`src/hw/rtl/srst_pkg.sv`:
```
// ----------------------------------------------------------------------------
// srst_pkg
// Operation and status codes shared by the range set table and its checker.
// ----------------------------------------------------------------------------
`default_nettype none

package srst_pkg;

    // operation codes carried in func
    typedef enum logic [1:0] {
        FUNC_ADD      = 2'd0,
        FUNC_REMOVE   = 2'd1,
        FUNC_CONTAINS = 2'd2,
        FUNC_CLEAR    = 2'd3
    } t_func;

    // status codes of a result
    typedef enum logic [1:0] {
        ST_DONE     = 2'd0,
        ST_READONLY = 2'd1,
        ST_FULL     = 2'd2,
        ST_EMPTY    = 2'd3
    } t_status;

endpackage

`default_nettype wire

```
`src/hw/rtl/srst_if.sv`:
```
// ----------------------------------------------------------------------------
// srst_if
// Valid/ready channels of the range set table: command, response, config.
// ----------------------------------------------------------------------------
`default_nettype none

interface srst_cmd_if #(
    parameter int VALUE_BITS = 22
);
    logic                         valid;
    logic                         ready;
    logic [1:0]                   func;
    logic signed [VALUE_BITS-1:0] low_value;
    logic signed [VALUE_BITS-1:0] high_value;

    modport source (output valid, func, low_value, high_value, input ready);
    modport sink   (input valid, func, low_value, high_value, output ready);
endinterface

interface srst_rsp_if #(
    parameter int CNT_BITS = 7
);
    logic                valid;
    logic                ready;
    logic [1:0]          status;
    logic                member;
    logic [CNT_BITS-1:0] range_count;

    modport source (output valid, status, member, range_count, input ready);
    modport sink   (input valid, status, member, range_count, output ready);
endinterface

interface srst_cfg_if;
    logic valid;
    logic ready;
    logic read_only;

    modport source (output valid, read_only, input ready);
    modport sink   (input valid, read_only, output ready);
endinterface

`default_nettype wire

```
`src/hw/rtl/sorted_range_set_table.sv`:
```
// ----------------------------------------------------------------------------
// sorted_range_set_table
// Sorted table of disjoint, non-adjacent signed ranges held in one memory.
// ----------------------------------------------------------------------------
// Usage:
//   i_cmd carries one operation per transfer (add range, remove element,
//   contains, clear); o_rsp returns exactly one result per command with the
//   status, the membership answer and the range count after the operation.
//   i_cfg writes the read_only bit; it is always ready; the user must write
//   it only while the block is idle, the block itself does not enforce this.
// Timing:
//   one command at a time. The table is scanned from entry 0, each entry
//   read from memory, then compared; a merge continues that scan, and
//   each entry shifted on insert or delete is read, then written, one
//   access at a time through the table memory.
// Reset:
//   the range count and read_only clear at once; the memory is not cleared,
//   entries at or above the count are never read.
// Back-pressure:
//   a result waits in the output register while o_rsp.ready is low; the
//   next command is taken meanwhile and its result waits for the slot.
// ----------------------------------------------------------------------------
`default_nettype none

module sorted_range_set_table #(
    parameter int MAX_RANGES = 64,
    parameter int VALUE_BITS = 22
) (
    input  wire            i_clk,
    input  wire            i_rst_n,
    srst_cmd_if.sink       i_cmd,
    srst_rsp_if.source     o_rsp,
    srst_cfg_if.sink       i_cfg
);

    localparam int AW = $clog2(MAX_RANGES);
    localparam int CW = $clog2(MAX_RANGES + 1);
    localparam int VB = VALUE_BITS;
    localparam int EW = VALUE_BITS + 2;
    localparam logic [CW-1:0]        MAX_C = CW'(MAX_RANGES);
    localparam logic [CW-1:0]        C_ONE = CW'(1);
    localparam logic signed [EW-1:0] X_ONE = EW'(1);

    typedef enum logic [3:0] {
        S_IDLE, S_SCAN_RD, S_SCAN_CMP, S_MRG_RD, S_MRG_CMP,
        S_UP_RD, S_UP_WR, S_DN_RD, S_DN_WR, S_WR_I, S_WR_J, S_OUT
    } t_state;

    t_state                r_state;
    logic [1:0]            r_func;
    logic signed [VB-1:0]  r_lo, r_hi, r_nlo, r_nhi, r_a, r_b;
    logic [CW-1:0]         r_used, r_idx, r_i, r_src, r_dst;
    logic                  r_split, r_close, r_member, r_ro;
    logic [1:0]            r_status;
    logic                  r_ov, r_om;
    logic [1:0]            r_ost;
    logic [CW-1:0]         r_ocnt;

    // table memory: {start, end}
    logic [2*VB-1:0] mem [MAX_RANGES];
    logic [2*VB-1:0] r_rdata;
    logic            rd_en, wr_en;
    logic [AW-1:0]   rd_addr, wr_addr;
    logic [2*VB-1:0] wr_data;
    logic [CW-1:0]   src_m1, i_p1;

    logic signed [VB-1:0] rd_s, rd_e;
    logic signed [EW-1:0] x_lo, x_hi, x_s, x_e, lo_m1, lo_p1, hi_p1;

    assign rd_s  = r_rdata[2*VB-1:VB];
    assign rd_e  = r_rdata[VB-1:0];
    assign x_lo  = EW'(r_lo);
    assign x_hi  = EW'(r_hi);
    assign x_s   = EW'(rd_s);
    assign x_e   = EW'(rd_e);
    assign lo_m1 = x_lo - X_ONE;
    assign lo_p1 = x_lo + X_ONE;
    assign hi_p1 = x_hi + X_ONE;
    assign src_m1 = r_src - C_ONE;
    assign i_p1   = r_i + C_ONE;

    // memory port control
    always_comb begin
        rd_en   = 1'b0;
        rd_addr = r_idx[AW-1:0];
        wr_en   = 1'b0;
        wr_addr = r_i[AW-1:0];
        wr_data = {r_nlo, r_nhi};
        unique case (r_state)
            S_SCAN_RD, S_MRG_RD: begin
                rd_en   = (r_idx != r_used);
                rd_addr = r_idx[AW-1:0];
            end
            S_DN_RD: begin
                rd_en   = (r_src != r_used);
                rd_addr = r_src[AW-1:0];
            end
            S_UP_RD: begin
                rd_en   = (r_src != r_dst);
                rd_addr = src_m1[AW-1:0];
            end
            S_DN_WR: begin
                wr_en   = 1'b1;
                wr_addr = r_dst[AW-1:0];
                wr_data = r_rdata;
            end
            S_UP_WR: begin
                wr_en   = 1'b1;
                wr_addr = r_src[AW-1:0];
                wr_data = r_rdata;
            end
            S_WR_I: begin
                wr_en   = 1'b1;
                wr_addr = r_i[AW-1:0];
                wr_data = {r_nlo, r_nhi};
            end
            S_WR_J: begin
                wr_en   = 1'b1;
                wr_addr = i_p1[AW-1:0];
                wr_data = {r_a, r_b};
            end
            default: begin
                rd_en = 1'b0;
            end
        endcase
    end

    always_ff @(posedge i_clk) begin
        if (wr_en) begin
            mem[wr_addr] <= wr_data;
        end
        if (rd_en) begin
            r_rdata <= mem[rd_addr];
        end
    end

    // configuration register
    assign i_cfg.ready = 1'b1;
    always_ff @(posedge i_clk) begin
        if (!i_rst_n) begin
            r_ro <= 1'b0;
        end else if (i_cfg.valid) begin
            r_ro <= i_cfg.read_only;
        end
    end

    assign i_cmd.ready       = (r_state == S_IDLE);
    assign o_rsp.valid       = r_ov;
    assign o_rsp.status      = r_ost;
    assign o_rsp.member      = r_om;
    assign o_rsp.range_count = r_ocnt;

    // operation sequencer
    always_ff @(posedge i_clk) begin
        if (!i_rst_n) begin
            r_state <= S_IDLE;
            r_used  <= '0;
            r_ov    <= 1'b0;
        end else begin
            // result slot empties on transfer unless refilled in S_OUT
            if (r_ov && o_rsp.ready && r_state != S_OUT) begin
                r_ov <= 1'b0;
            end
            unique case (r_state)
                S_IDLE: begin
                    if (i_cmd.valid) begin
                        r_func   <= i_cmd.func;
                        r_lo     <= i_cmd.low_value;
                        r_hi     <= i_cmd.high_value;
                        r_idx    <= '0;
                        r_split  <= 1'b0;
                        r_close  <= 1'b0;
                        r_member <= 1'b0;
                        r_status <= srst_pkg::ST_DONE;
                        if (i_cmd.func == srst_pkg::FUNC_CONTAINS) begin
                            r_state <= S_SCAN_RD;
                        end else if (r_ro) begin
                            r_status <= srst_pkg::ST_READONLY;
                            r_state  <= S_OUT;
                        end else if (i_cmd.func == srst_pkg::FUNC_CLEAR) begin
                            r_used  <= '0;
                            r_state <= S_OUT;
                        end else if (i_cmd.func == srst_pkg::FUNC_ADD &&
                                     i_cmd.high_value < i_cmd.low_value) begin
                            r_status <= srst_pkg::ST_EMPTY;
                            r_state  <= S_OUT;
                        end else begin
                            r_state <= S_SCAN_RD;
                        end
                    end
                end
                S_SCAN_RD: begin
                    if (r_idx == r_used) begin
                        if (r_func == srst_pkg::FUNC_ADD) begin
                            if (r_used == MAX_C) begin
                                r_status <= srst_pkg::ST_FULL;
                                r_state  <= S_OUT;
                            end else begin
                                r_i     <= r_idx;
                                r_nlo   <= r_lo;
                                r_nhi   <= r_hi;
                                r_src   <= r_used;
                                r_dst   <= r_idx;
                                r_state <= S_UP_RD;
                            end
                        end else begin
                            r_state <= S_OUT;
                        end
                    end else begin
                        r_state <= S_SCAN_CMP;
                    end
                end
                S_SCAN_CMP: begin
                    if ((r_func == srst_pkg::FUNC_ADD) ? (x_e < lo_m1) : (x_e < x_lo)) begin
                        r_idx   <= r_idx + C_ONE;
                        r_state <= S_SCAN_RD;
                    end else if (r_func == srst_pkg::FUNC_CONTAINS) begin
                        r_member <= (x_s <= x_lo);
                        r_state  <= S_OUT;
                    end else if (r_func == srst_pkg::FUNC_ADD) begin
                        if (x_s <= hi_p1) begin
                            // overlaps or touches: start merging
                            r_i     <= r_idx;
                            r_nlo   <= (x_s < x_lo) ? rd_s : r_lo;
                            r_nhi   <= (x_e > x_hi) ? rd_e : r_hi;
                            r_idx   <= r_idx + C_ONE;
                            r_state <= S_MRG_RD;
                        end else if (r_used == MAX_C) begin
                            r_status <= srst_pkg::ST_FULL;
                            r_state  <= S_OUT;
                        end else begin
                            r_i     <= r_idx;
                            r_nlo   <= r_lo;
                            r_nhi   <= r_hi;
                            r_src   <= r_used;
                            r_dst   <= r_idx;
                            r_state <= S_UP_RD;
                        end
                    end else begin
                        // remove element
                        r_i <= r_idx;
                        if (x_s > x_lo) begin
                            r_state <= S_OUT;
                        end else if (x_s == x_lo && x_e == x_lo) begin
                            r_dst   <= r_idx;
                            r_src   <= r_idx + C_ONE;
                            r_state <= S_DN_RD;
                        end else if (x_s == x_lo) begin
                            r_nlo   <= VB'(lo_p1);
                            r_nhi   <= rd_e;
                            r_state <= S_WR_I;
                        end else if (x_e == x_lo) begin
                            r_nlo   <= rd_s;
                            r_nhi   <= VB'(lo_m1);
                            r_state <= S_WR_I;
                        end else if (r_used == MAX_C) begin
                            r_status <= srst_pkg::ST_FULL;
                            r_state  <= S_OUT;
                        end else begin
                            // split in two
                            r_nlo   <= rd_s;
                            r_nhi   <= VB'(lo_m1);
                            r_a     <= VB'(lo_p1);
                            r_b     <= rd_e;
                            r_split <= 1'b1;
                            r_src   <= r_used;
                            r_dst   <= r_idx + C_ONE;
                            r_state <= S_UP_RD;
                        end
                    end
                end
                S_MRG_RD: begin
                    if (r_idx == r_used) begin
                        r_close <= 1'b1;
                        r_dst   <= i_p1;
                        r_src   <= r_idx;
                        r_state <= S_WR_I;
                    end else begin
                        r_state <= S_MRG_CMP;
                    end
                end
                S_MRG_CMP: begin
                    if (x_s <= hi_p1) begin
                        if (x_e > EW'(r_nhi)) begin
                            r_nhi <= rd_e;
                        end
                        r_idx   <= r_idx + C_ONE;
                        r_state <= S_MRG_RD;
                    end else begin
                        r_close <= 1'b1;
                        r_dst   <= i_p1;
                        r_src   <= r_idx;
                        r_state <= S_WR_I;
                    end
                end
                S_UP_RD: begin
                    if (r_src == r_dst) begin
                        r_used  <= r_used + C_ONE;
                        r_state <= S_WR_I;
                    end else begin
                        r_state <= S_UP_WR;
                    end
                end
                S_UP_WR: begin
                    r_src   <= src_m1;
                    r_state <= S_UP_RD;
                end
                S_DN_RD: begin
                    if (r_src == r_used) begin
                        r_used  <= r_used - (r_src - r_dst);
                        r_state <= S_OUT;
                    end else begin
                        r_state <= S_DN_WR;
                    end
                end
                S_DN_WR: begin
                    r_src   <= r_src + C_ONE;
                    r_dst   <= r_dst + C_ONE;
                    r_state <= S_DN_RD;
                end
                S_WR_I: begin
                    if (r_split) begin
                        r_state <= S_WR_J;
                    end else if (r_close) begin
                        r_state <= S_DN_RD;
                    end else begin
                        r_state <= S_OUT;
                    end
                end
                S_WR_J: begin
                    r_state <= S_OUT;
                end
                S_OUT: begin
                    if (!r_ov || o_rsp.ready) begin
                        r_ov    <= 1'b1;
                        r_ost   <= r_status;
                        r_om    <= r_member;
                        r_ocnt  <= r_used;
                        r_state <= S_IDLE;
                    end
                end
                default: begin
                    r_state <= S_IDLE;
                end
            endcase
        end
    end

endmodule

`default_nettype wire

```
`src/flat_wrapper.sv`:
```
// flat-port wrapper written by rule: the top's interface ports become plain ports
module sorted_range_set_table_flat 
#(
    parameter int MAX_RANGES = 64,
    parameter int VALUE_BITS = 22
)
  (i_clk, i_rst_n, i_cmd_valid, i_cmd_func, i_cmd_low_value, i_cmd_high_value, i_cmd_ready, o_rsp_valid, o_rsp_status, o_rsp_member, o_rsp_range_count, o_rsp_ready, i_cfg_valid, i_cfg_read_only, i_cfg_ready);
  srst_cmd_if #(.VALUE_BITS(VALUE_BITS)) i_cmd_i ();
  srst_rsp_if #(.CNT_BITS(7)) o_rsp_i ();
  srst_cfg_if i_cfg_i ();
  input  wire i_clk;
  input  wire i_rst_n;
  input wire logic [$bits(i_cmd_i.valid)-1:0] i_cmd_valid;
  input wire logic [$bits(i_cmd_i.func)-1:0] i_cmd_func;
  input wire logic [$bits(i_cmd_i.low_value)-1:0] i_cmd_low_value;
  input wire logic [$bits(i_cmd_i.high_value)-1:0] i_cmd_high_value;
  output wire logic [$bits(i_cmd_i.ready)-1:0] i_cmd_ready;
  output wire logic [$bits(o_rsp_i.valid)-1:0] o_rsp_valid;
  output wire logic [$bits(o_rsp_i.status)-1:0] o_rsp_status;
  output wire logic [$bits(o_rsp_i.member)-1:0] o_rsp_member;
  output wire logic [$bits(o_rsp_i.range_count)-1:0] o_rsp_range_count;
  input wire logic [$bits(o_rsp_i.ready)-1:0] o_rsp_ready;
  input wire logic [$bits(i_cfg_i.valid)-1:0] i_cfg_valid;
  input wire logic [$bits(i_cfg_i.read_only)-1:0] i_cfg_read_only;
  output wire logic [$bits(i_cfg_i.ready)-1:0] i_cfg_ready;
  assign i_cmd_i.valid = i_cmd_valid;
  assign i_cmd_i.func = i_cmd_func;
  assign i_cmd_i.low_value = i_cmd_low_value;
  assign i_cmd_i.high_value = i_cmd_high_value;
  assign i_cmd_ready = i_cmd_i.ready;
  assign o_rsp_valid = o_rsp_i.valid;
  assign o_rsp_status = o_rsp_i.status;
  assign o_rsp_member = o_rsp_i.member;
  assign o_rsp_range_count = o_rsp_i.range_count;
  assign o_rsp_i.ready = o_rsp_ready;
  assign i_cfg_i.valid = i_cfg_valid;
  assign i_cfg_i.read_only = i_cfg_read_only;
  assign i_cfg_ready = i_cfg_i.ready;
  sorted_range_set_table #(.MAX_RANGES(MAX_RANGES), .VALUE_BITS(VALUE_BITS)) u_core (.i_clk(i_clk), .i_rst_n(i_rst_n), .i_cmd(i_cmd_i), .o_rsp(o_rsp_i), .i_cfg(i_cfg_i));
endmodule
```
`config.mk`:
```
export PLATFORM = sky130hd
export DESIGN_NAME = sorted_range_set_table_flat
export DESIGN_NICKNAME = d
export VERILOG_FILES = /design/src/hw/rtl/srst_pkg.sv /design/src/hw/rtl/srst_if.sv /design/src/hw/rtl/sorted_range_set_table.sv /design/src/flat_wrapper.sv
export SDC_FILE = /design/constraint.sdc
export NUM_CORES = 2
export LEC_CHECK = 0
export ABC_AREA = 1
export BUFFER_PORTS_ARGS = -buffer_cell sky130_fd_sc_hd__buf_2
export CELL_PAD_IN_SITES_DETAIL_PLACEMENT = 1
export CELL_PAD_IN_SITES_GLOBAL_PLACEMENT = 1
export CORE_ASPECT_RATIO = 0.75
export CORE_MARGIN = 5
export CORE_UTILIZATION = 50
export CTS_CLUSTER_SIZE = 24
export DETAILED_ROUTE_END_ITERATION = 10
export PLACE_DENSITY = 0.83
export SYNTH_ARGS = -nofsm -noshare
export SYNTH_HDL_FRONTEND = slang
export SYNTH_SLANG_ARGS = --single-unit
```
`constraint.sdc`:
```
create_clock -name i_clk -period 18.05 [get_ports i_clk]
set_input_delay 0 -clock i_clk [delete_from_list [all_inputs] [get_ports i_clk]]
set_output_delay 0 -clock i_clk [all_outputs]
set_load 0.03 [all_outputs]
```
==> reports/results.ini <==
[run_status]
status = completed

[drt]
drc = 0
wire_per_inst_um = 31.61
routed_wl_um = 489000
via_per_inst = 6.504
drt_iter0_drc = 16380
vias = 100600
first_pass_iters = 6
ant_nets = 0

[logic_synthesis]
synth.area.top_cells = edfxtp_1, o211ai_1, nand2_1
synth_top_cells_by_count = edfxtp_1, nand2_1, inv_1
avgSynthCellArea_um2 = 11.57
synth-seq-cells = 3050
synth_top_area_share = 0.6731
synthCells = 11720
yosysWarnings = 0
ys_seq_area_frac = 0.6750
async_flop_share = 0
synth-main-ff-cell = edfxtp_1
syn-cell-area_um2 = 135500
netlist-cell-type-count = 54
synth_edf_count = 3037
syn_nets = 11950
synth_top_cell_by_area = edfxtp_1
synth.most_common_cell = edfxtp_1

[clock_network]
clk_pin_slew_ns = 0.06
numCtsBuffers = 295
cts_sinks = 3050
clk_latency_ns = 0.90
cts_tree = done
post-cts-setup-buffers = 0
htree_levels = 5
root_buffer = clkbuf_16
post_cts_resized = 0
hold_buffers = 102
cts_max_path_buffers = 4

[grt]
grt_max_degree = 277
grt_pass1_vias = 103500
grt_pass1_wl_um = 701600
antenna_found_initial = 31
overflow = 0
grtUsageTotal = 0.3391

[critical_path]
worstSetupPathType = reg2reg
slowest_delay_ns = 0.89
cp_cell_sequence = inv_2 > nand2_2 > inv_1 > nand2_2 > inv_2 > a21oi_4 > buf_4 > buf_12 > buf_4 > buf_4 > o211ai_1 > nand3_1 > nand3_1 > nand3_1 > nand3_1 > nand2_1
crit_path_end_kind = flop
crit_path_frequent_cell = nand3_1
r2r_slack_ns = 10.60
r2r_start = u_core.r_state[3]$_SDFFE_PN0P_
worstRegToRegCells = 16
worstPathMaxFanout = 121
crit_required_ns = 18.77
cp-start-kind = flop
cp.arrival_ns = 8.16
cp_slowest_cell = buf_4
r2r_end = u_core.r_rdata[11]$_DFFE_PP_

[sta]
fin_crit_sh = 0.4126
rsz0062_at_grt = false
maxSlewHeadroom = 0.07846
finClkSkew_ns = 0.04771
setup_tns_ns = 0
finalSetupViolCount = 0
slew_viol_final = 0
hold_viol = 0
period_minus_slack_ns = 7.447
max_freq_mhz = 134.3
tightest_slew_ns = 1.379

[floorplan]
core-area_um2 = 269600
die_area_um2 = 281600
initial_core_util = 0.5025
die_w_um = 611.1
ioPinCount = 65
row_count = 165
dieHeight_um = 460.8

[finish]
fill_cells = 27470
ff_latch_area_um2 = 91460
syn_to_final_growth_pct = 10.27
multiInputGateArea_um2 = 34360
final_nets = 11900
design_area_um2 = 149400
drive_gt1_frac = 0.06804

[power_and_ir_drop]
swShare = 0.4295
p_switching_mw = 11.47
p_int_mw = 15.24
power_leakage_nw = 55.11
power_frac_comb = 0.397
power-per-cell-area_nw_per_um2 = 178.8
p_clk_frac = 0.235
peakVddDrop_uv = 173.4
power_frac_seq = 0.367

[job]
drv_cap = 0

[hold_path]
min_path_cells = 4
holdPathEnd = u_core.r_close$_DFFE_PP_
hold_start = i_rst_n
worstHoldPathType = in2reg

[placed_design]
hpwl_um = 267800
placed_area_um2 = 139000
port_buffers = 63
gp_congestion = 0.9210

-- flip-flops by register name, indices dropped and copies added, names as in the netlist, 2 cells and up --
register                  flops
u_core.r_idx                  7
u_core.r_rdata               44
u_core.r_a                   22
u_core.r_dst                  7
u_core.r_b                   22
u_core.r_i                    7
u_core.r_lo                  22
u_core.r_hi                  22
u_core.r_nlo                 22
u_core.r_nhi                 22
u_core.r_status               2
u_core.r_func                 2
u_core.mem                 2816
u_core.r_src                  7
u_core.o_rsp.range_count      7
u_core.r_state                4
u_core.o_rsp.status           2
u_core.r_used                 7
-- critical path, delay by kind of cell (launching register included) --
| kind | cells | cell delay, ns |
|---|---|---|
| compound gates | 2 | 0.92 |
| buf+inv | 7 | 3.40 |
| flops | 1 | 0.36 |
| simple gates | 7 | 2.02 |
-- metrics by stage --
step	total power [mW]	cells	utilization	hold slack [ns]	setup slack (ns)
finish	26.72	15470	0.5542	0.1732	10.60
global route	27.52	15470	0.5541	0.1732	10.29
CTS	26.28	15470	0.5541	0.1301	10.92
detailed placement	19.93	14850	0.5156	0.1945	11.03
global placement	19.24	14850	0.5154	0.1926	11.23
floorplan	15.88	11720	-	0.09887	10.55
-- worst max path at each step --
stage	start	slack (ns)	to	depth (start not counted)
global placement	u_core.r_state[3]$_SDFFE_PN0P_	11.23	u_core.r_rdata[11]$_DFFE_PP_	16
global route	u_core.r_state[0]$_SDFFE_PN0P_	10.29	u_core.r_rdata[10]$_DFFE_PP_	16
floorplan	u_core.r_lo[2]$_DFFE_PP_	10.55	u_core.r_a[0]$_DFFE_PP_	20
CTS	u_core.r_state[0]$_SDFFE_PN0P_	10.92	u_core.r_rdata[10]$_DFFE_PP_	16
detailed placement	u_core.r_state[0]$_SDFFE_PN0P_	11.03	u_core.r_rdata[10]$_DFFE_PP_	16
finish	u_core.r_state[3]$_SDFFE_PN0P_	10.60	u_core.r_rdata[11]$_DFFE_PP_	16
-- logic make-up (layout without fill, tap and decap cells) --
| kind of cell | count (synthesis) | after routing | synth area share |
|---|---|---|---|
| AOI/OAI and AO/OA | 1928 | 1928 | 0.1003 |
| xor gates and xnor gates | 88 | 88 | 0.005688 |
| adders and majority gates | 183 | 183 | 0.01723 |
| buffers and inverters | 2497 | 2657 | 0.07678 |
| DFF | 3050 | 3050 | 0.6750 |
| other | 1 | 8 | 0.00002768 |
| and+or+nand+nor | 3968 | 3968 | 0.1250 |
-- final cells by class --
class	instances	area share
multi-input combinational	6168	0.2300
inverter	1779	0.04486
tap	3590	0.03006
sequential	3050	0.6121
clock buffer	369	0.05304
antenna	7	0.0001172
timing repair buffer	366	0.02027
clock inverter	143	0.009580
-- cells in the final DEF, fill, tap and decap left out, types with 12 or more instances in the layout --
cell type,n
o21ai_1,12
nor2_4,68
buf_4,187
a22oi_1,55
nand2_1,2085
o21ai_0,201
clkinv_1,68
nand3_1,1446
clkbuf_16,307
xnor2_1,17
edfxtp_1,3037
ha_1,177
buf_2,63
a21oi_1,138
buf_12,13
nor2_1,217
nand2_2,45
bufinv_16,27
nor3_1,45
nand4_1,26
dlygate4sd3_1,102
clkinv_2,38
o22ai_1,29
dfxtp_1,13
clkbuf_1,61
xor2_1,71
o211ai_1,1425
inv_1,1756
o221ai_1,13
-- power by group through the flow --
stage / clock, mW / combinational, mW / sequential [mW]
after CTS: 6.29 / 10.2 / 9.78
after detailed placement: 0 / 10.0 / 9.92
after global routing: 6.65 / 11.1 / 9.80
after global placement: 0 / 9.34 / 9.90
final: 6.28 / 10.6 / 9.82
after floorplan: 0 / 6.17 / 9.71
-- layer usage --
metal / wire, um / global-route usage
met5: 81 / 0
met4: 29630 / 0.1790
met3: 63510 / 0.09046
met2: 221300 / 0.5283
met1: 174500 / 0.4371
Power figures use the tool's default switching activity.
